### src/cmfuv_pkg.sv
package cmfuv_pkg;

  localparam int InW   = 24;
  localparam int MagW  = InW + 1;
  localparam int DivW  = MagW + 1;
  localparam int QW    = 17;
  localparam int Depth = QW;
  localparam logic [QW-1:0] HalfQ16 = QW'(32768);
  localparam logic [QW-1:0] OneQ16  = QW'(65536);

  // one coordinate being divided, long division one quotient bit a stage
  typedef struct packed {
    logic [DivW-1:0] rem;
    logic [QW-1:0]   dlow;
    logic [QW-1:0]   quo;
  } div_lane_t;

  typedef struct packed {
    logic            valid;
    logic            degen;
    logic [DivW-1:0] dvsr;
    div_lane_t       lu;
    div_lane_t       lv;
  } stage_t;

endpackage

### src/cube_map_face_uv_unit.sv
// Cube-map face selection and u/v, fully pipelined from input beat to output beat.
// Throughput one beat per cycle while the output is not stalled; one stage picks the face, then 17 stages of
// restoring long division each produce one quotient bit for u and v together.
// A stall at the output freezes the whole pipeline; nothing is lost or repeated.
// rst (synchronous, active high) clears every stage valid bit; data is not reset.
module cube_map_face_uv_unit import cmfuv_pkg::*; (
  input  logic        clk,
  input  logic        rst,
  input  logic        s_tvalid,
  output logic        s_tready,
  input  logic [71:0] s_tdata,   // pos_x [23:0], pos_y [47:24], pos_z [71:48]
  output logic        m_tvalid,
  input  logic        m_tready,
  output logic [39:0] m_tdata,   // tex_u [16:0], tex_v [33:17], zero [39:34]
  output logic        m_tuser    // degenerate
);

  stage_t pipe [0:Depth];
  logic   adv;

  // advance everything when the output register is empty or being taken
  assign adv      = !pipe[Depth].valid || m_tready;
  assign s_tready = adv;

  cmfuv_face_sel u_face (
    .clk   (clk),
    .rst   (rst),
    .en    (adv),
    .valid (s_tvalid),
    .pos_x (s_tdata[23:0]),
    .pos_y (s_tdata[47:24]),
    .pos_z (s_tdata[71:48]),
    .stage (pipe[0])
  );

  for (genvar i = 0; i < Depth; i++) begin : g_div
    cmfuv_div_stage u_stage (
      .clk  (clk),
      .rst  (rst),
      .en   (adv),
      .din  (pipe[i]),
      .dout (pipe[i+1])
    );
  end

  logic [QW-1:0] tex_u, tex_v;

  // an all-zero position reports the centre of the face
  assign tex_u    = pipe[Depth].degen ? HalfQ16 : pipe[Depth].lu.quo;
  assign tex_v    = pipe[Depth].degen ? HalfQ16 : pipe[Depth].lv.quo;
  assign m_tvalid = pipe[Depth].valid;
  assign m_tdata  = {6'b0, tex_v, tex_u};
  assign m_tuser  = pipe[Depth].degen;

  a_range: assert property (@(posedge clk) disable iff (rst)
    m_tvalid |-> (tex_u <= OneQ16 && tex_v <= OneQ16))
    else $error("texture coordinate above one");

  a_degen: assert property (@(posedge clk) disable iff (rst)
    (m_tvalid && m_tuser) |-> (tex_u == HalfQ16 && tex_v == HalfQ16))
    else $error("degenerate beat not at face centre");

  a_hold: assert property (@(posedge clk) disable iff (rst)
    (m_tvalid && !m_tready) |=> (m_tvalid && $stable(m_tdata) && $stable(m_tuser)))
    else $error("stalled output beat changed");

  a_fill: assert property (@(posedge clk) disable iff (rst)
    (s_tvalid && s_tready) |=> pipe[0].valid)
    else $error("accepted beat did not enter the pipeline");

endmodule

### src/cmfuv_face_sel.sv
module cmfuv_face_sel import cmfuv_pkg::*; (
  input  logic                  clk,
  input  logic                  rst,
  input  logic                  en,
  input  logic                  valid,
  input  logic signed [InW-1:0] pos_x,
  input  logic signed [InW-1:0] pos_y,
  input  logic signed [InW-1:0] pos_z,
  output stage_t                stage
);

  logic signed [MagW-1:0] x, y, z, uc, vc;
  logic [MagW-1:0] ax, ay, az, m;
  logic [DivW-1:0] num_u, num_v;
  logic [DivW+16-1:0] dvd_u, dvd_v;
  stage_t stage_next;

  always_comb begin
    x  = MagW'(pos_x);
    y  = MagW'(pos_y);
    z  = MagW'(pos_z);
    ax = x[MagW-1] ? MagW'(-x) : x;
    ay = y[MagW-1] ? MagW'(-y) : y;
    az = z[MagW-1] ? MagW'(-z) : z;
    if (ax >= ay && ax >= az) begin
      m  = ax;
      uc = (x > 0) ? -z : z;
      vc = y;
    end else if (ay >= az) begin
      m  = ay;
      uc = x;
      vc = (y > 0) ? -z : z;
    end else begin
      m  = az;
      uc = (z > 0) ? x : -x;
      vc = y;
    end
    // c + m lies in 0..2m
    num_u = DivW'(uc) + DivW'(m);
    num_v = DivW'(vc) + DivW'(m);
    dvd_u = {num_u, 16'h0} + (DivW+16)'(m);
    dvd_v = {num_v, 16'h0} + (DivW+16)'(m);
    stage_next.valid   = valid;
    stage_next.degen   = (m == '0);
    stage_next.dvsr    = {m, 1'b0};
    stage_next.lu.rem  = DivW'(dvd_u[DivW+16-1:QW]);
    stage_next.lu.dlow = dvd_u[QW-1:0];
    stage_next.lu.quo  = '0;
    stage_next.lv.rem  = DivW'(dvd_v[DivW+16-1:QW]);
    stage_next.lv.dlow = dvd_v[QW-1:0];
    stage_next.lv.quo  = '0;
  end

  always_ff @(posedge clk) begin
    if (rst) begin
      stage.valid <= 1'b0;
    end else if (en) begin
      stage.valid <= stage_next.valid;
    end
    if (en) begin
      stage.degen <= stage_next.degen;
      stage.dvsr  <= stage_next.dvsr;
      stage.lu    <= stage_next.lu;
      stage.lv    <= stage_next.lv;
    end
  end

endmodule

### src/cmfuv_div_stage.sv
module cmfuv_div_stage import cmfuv_pkg::*; (
  input  logic   clk,
  input  logic   rst,
  input  logic   en,
  input  stage_t din,
  output stage_t dout
);

  function automatic div_lane_t step(div_lane_t l, logic [DivW-1:0] d);
    logic [DivW:0] t;
    div_lane_t     r;
    t      = {l.rem, l.dlow[QW-1]};
    r.dlow = {l.dlow[QW-2:0], 1'b0};
    if (t >= {1'b0, d}) begin
      r.rem = DivW'(t - {1'b0, d});
      r.quo = {l.quo[QW-2:0], 1'b1};
    end else begin
      r.rem = DivW'(t);
      r.quo = {l.quo[QW-2:0], 1'b0};
    end
    return r;
  endfunction

  always_ff @(posedge clk) begin
    if (rst) begin
      dout.valid <= 1'b0;
    end else if (en) begin
      dout.valid <= din.valid;
    end
    if (en) begin
      dout.degen <= din.degen;
      dout.dvsr  <= din.dvsr;
      dout.lu    <= step(din.lu, din.dvsr);
      dout.lv    <= step(din.lv, din.dvsr);
    end
  end

endmodule
### config.mk
export PLATFORM = sky130hd
export DESIGN_NAME = cube_map_face_uv_unit
export DESIGN_NICKNAME = d
export VERILOG_FILES = /design/src/cmfuv_pkg.sv /design/src/cube_map_face_uv_unit.sv /design/src/cmfuv_face_sel.sv /design/src/cmfuv_div_stage.sv
export SDC_FILE = /design/constraint.sdc
export NUM_CORES = 2
export LEC_CHECK = 0
export BUFFER_PORTS_ARGS = -buffer_cell sky130_fd_sc_hd__buf_2
export CORE_ASPECT_RATIO = 0.6
export CORE_MARGIN = 2
export CORE_UTILIZATION = 35
export CTS_CLUSTER_DIAMETER = 30
export DETAILED_ROUTE_END_ITERATION = 10
export SLEW_MARGIN = 15
export SYNTH_ARGS = -nofsm -noshare
export SYNTH_HDL_FRONTEND = slang
export SYNTH_HIERARCHICAL = 1
export SYNTH_SLANG_ARGS = --single-unit
export TNS_END_PERCENT = 20
### constraint.sdc
create_clock -name clk -period 110.5 [get_ports clk]
set_input_delay 11.05 -clock clk [delete_from_list [all_inputs] [get_ports clk]]
set_output_delay 11.05 -clock clk [all_outputs]
set_load 0.03 [all_outputs]
### Yosys cells after proc, flatten, opt, wreduce, memory -nomap -nowiden

Cells that the tools add are included.

* bits in latches: 0
* memory bits (read-only): 0
* bits of input ports: 76
* logic and storage cells: 318
* memory bits (writable): 0
* memories: 0
* flip-flop bits (word level): 1955

* divide/modulo/power cells: 0
* mux-type cells: 80
* order comparisons: 40
* shifts and indexed selects: 0
* add/sub/neg operators: 39
* reduce and logical (&&, ||, !) cells: 4
* equal/unequal tests: 0
* bitwise gates (word level): 0
* multiply operators: 0

Operators by type and width (count)
* greater-or-equal comparator 27 x 26 -> 1 bit: 32
* two-way mux 26 bit: 32
* subtractor 26 bit: 32
* two-way mux 25 bit: 12
* adder 42 x 25 -> 42 bit: 2
* greater-or-equal comparator 25 bit: 3
* negation 24 -> 25 bit: 3
* greater-than comparator 24 x 1 -> 1 bit (second input constant): 3
* adder 26 x 25 -> 26 bit: 2
* greater-or-equal comparator 26 bit: 2
* two-way mux 1 bit: 34
* two-way mux 17 bit: 2
* zero test 25 bit: 1
* logical AND 1 bit: 1
* zero test 1 bit: 1
* logical OR 1 bit: 1

### Logic depth before layout (Yosys ltp)

* word-level depth: 7
* mapped depth: 41
* mapped depth without buffers: 38

### Cells and area by module

The synthesis kept the hierarchy.

Modules (own cells, without submodules)
* cmfuv_div_stage (g_div[12].u_stage ...): instances 10, cells each 616, area an instance 7956.4 sq um
* cmfuv_div_stage (g_div[0].u_stage ...): instances 5, cells each 682, area an instance 8185.4 sq um
* cmfuv_face_sel: instances 1, cells each 1549, area an instance 12483.2 sq um
* cmfuv_div_stage (g_div[3].u_stage): instances 1, cells each 671, area an instance 7986.4 sq um
* cmfuv_div_stage (g_div[16].u_stage): instances 1, cells each 665, area an instance 7965.1 sq um
* cube_map_face_uv_unit: instances 1, cells each 45, area an instance 290.3 sq um

### Worst setup path before layout

OpenSTA, ideal clock, no wires.

* path type: input-to-output
* from: input port m_tready
* to: output port s_tready
* path slack: 27219 ps
* data required time: 99450 ps
* buffers on the path: 0
* data arrival time: 72231 ps
* stages: 1
* cells stage by stage: nand2b_1

* word-level cells in the longest chain between the ends: 1

Ends and longest elaborated chain
* start, declared: line cube_map_face_uv_unit.sv:13 `input logic m_tready,`
* logical OR 1 bit: line cube_map_face_uv_unit.sv:22 `assign adv = !pipe[Depth].valid || m_tready;`
* end, declared: line cube_map_face_uv_unit.sv:10 `output logic s_tready,`

No other way between the ends.

### Worst setup path after layout

Ends and elaborated chain as after synthesis.

==> summary.txt <==
Status
  • Status: finished, final reports clean

Power
  • Power Density: 39.5 nW/um^2
  • Combinational share of power: 0.546
  • Leak Pwr: 59.1 nW
  • Sw Ratio: 0.422
  • Sequential power share: 0.263
  • Maximum VDD drop: 18.3 uV
  • Final Power: 5.73 mW
  • Part of the power in the clock network: 0.191
  • P_int: 3.31 mW
  • Sw power: 2.42 mW

Drt
  • Wirelength per Cell: 23.2 um
  • Vias per cell: 5.59
  • Via count: 93800
  • Total Wirelength: 389000 um
  • # DRC: 0
  • Antenna Nets Post-Route: 0
  • Initial DRC count: 12000
  • TritonRoute pass-1 iters: 6

Floorplanning
  • Starting Density: 0.353
  • Die W: 784 um
  • Die Ht: 472 um
  • Die Footprint: 370000 sq um
  • Core area: 363000 sq um
  • # rows: 171
  • Io pins: 119

Clock tree
  • CTS Sinks: 1939
  • Skew-Pair Late Insertion Delay: 0.91 ns
  • CTS resizes: 0
  • Worst-path clk slew: 0.06 ns
  • # hold bufs at CTS: 0
  • CTS HTree Levels: 5
  • Clock Path Buffers: 4
  • Cts bufs inserted: 359
  • Root Buffer Master: clkbuf_16
  • TritonCTS clock tree: yes
  • Post-CTS setup buffers: 0

Worst setup path
  • Slowest stage cell, crit path: nand2b_4
  • Critical Path Stages: 3
  • Worst path cell trace: buf_2, nand2b_4, buf_2
  • Crit Path Class: in -> out
  • Top cell by count, worst path: buf_2
  • Worst Path Arrival: 11.81 ns
  • Critical path capture point type: output pin
  • Buf+Inv Stages, Crit Path: 2
  • CP max stage delay: 0.33 ns
  • Critical path startpoint category: primary input
  • Data required time of the worst path: 99.45 ns
  • Cell depth of the worst flop-to-flop path: 7
  • Crit Path Max Fanout: 3
  • CP top delay family: buffers and inverters

Layout
  • Fillers: 34600
  • Layout cell share with drive strength beyond 1: 0.135
  • Final core utilization: 0.400
  • Area added between synthesis and finish: 13.4%
  • # nets final: 12800
  • Fin cells: 16800
  • Finished Cell Area: 145000 sq um
  • Multi-input logic area: 64600 sq um
  • FF+latch area: 58000 sq um

Synth
  • Post-Syn Instances: 11500
  • Avg Inst Size Synth: 11.1 sq um
  • Synth warn: 6
  • Post-synthesis cell area: 128000 sq um

Timing
  • Setup TNS: 0 ns
  • Final Hold Slack: 0.405 ns
  • Hold Vio Cnt, Final: 0
  • Worst-Margin Slew: 1.30 ns
  • Fmax: 43.7 MHz
  • Min setup slack post-route: 87.64 ns
  • Final Critical Period: 22.86 ns
  • Post-route clock period utilization: 0.207
  • Setup Viol. Count Final: 0
  • Fin. max-slew vios: 0
  • Skew final: 0.0779 ns
  • Max_slew headroom: 0.126
  • RSZ-0062 raised after global routing: no

GRT
  • Tot GR Track Use: 0.201
  • First-pass GRT wire length: 565000 um
  • Grt ovf: 0
  • Vias in the first global route: 84900
  • Initial antenna violation count: 15
  • Largest net degree at the start of global routing: 175

Placement
  • Port Buffer Count: 112
  • Placed cell count: 16100
  • Gpl congestion: 0.963
  • Post-place setup slack: 87.56 ns
  • HPWL Detailed: 309000 um
  • Placed inst area: 133000 sq um

Min path
  • Worst min-delay path class: reg -> reg
  • Hold path cells: 0

Run
  • Maxcap violations: 0
## path summary, 6_finish.rpt
| kind | startpoint | endpoint | slack, ns |
|---|---|---|---|
| worst max-delay path | m_tready | s_tready | 87.64 |
| worst min-delay path | g_div[6].u_stage/dout[86] | g_div[7].u_stage/dout[87] | 0.41 |
| worst max register to register | g_div[16].u_stage/dout[147] | g_div[13].u_stage/dout[63] | 104.80 |
| worst min register to register | g_div[6].u_stage/dout[86] | g_div[7].u_stage/dout[87] | 0.41 |
## routing by layer
metal / global-route usage / wire length [um] / vias up
met3: 0.0681 / 47700 / 367
met1: 0.331 / 196000 / 45600
met2: 0.247 / 140000 / 4125
li1: - / - / 43700
met5: 0 / 13 / -
met4: 0.0325 / 5400 / 2
## layout by cell type, fill, tap and decap left out, types with 219 or more instances in the layout
master        n
nand4_1     233
nor2_1      488
nand2_1     791
xor2_1      362
a21o_1      430
mux2_2      219
inv_1       726
clkbuf_16   366
a21oi_1     963
edfxtp_1   1921
ha_1       1015
mux2_4      273
xnor2_1     557
o21ai_0     475
## cell type report
cell class / count / area share
Clock inverter: 263 / 0.0199
Inverter: 726 / 0.0188
Timing Repair Buffer: 207 / 0.00905
Antenna cell: 3 / 0.0000518
Multi-Input combinational cell: 8397 / 0.446
Clock buffer: 393 / 0.0639
Tap cell: 4844 / 0.0418
Sequential cell: 1939 / 0.401
## worst register-to-register path, delay by kind of cell, from the launching register on
family | cells | cell delay [ns]
buf+inv | 6 | 4.56
flops | 1 | 0.35
simple gates | 1 | 0.30
## power groups by stage
| stage | clock, mW | sequential [mW] | combinational, mW |
|---|---|---|---|
| 5_1_grt | 1.15 | 1.53 | 3.38 |
| 6_report | 1.09 | 1.51 | 3.13 |
| 3_5_place_dp | 0 | 1.51 | 3.03 |
| 2_1_floorplan | 0 | 1.37 | 2.34 |
| 3_3_place_gp | 0 | 1.51 | 3.02 |
| 4_1_cts | 1.12 | 1.50 | 3.06 |
## flip-flops by register name (all words and copies together) (netlist names)
| register | count |
|---|---|
| g_div.u_stage/dout | 1860 |
| u_face/stage | 79 |
Note: power is estimated with default switching activity, not from simulation.
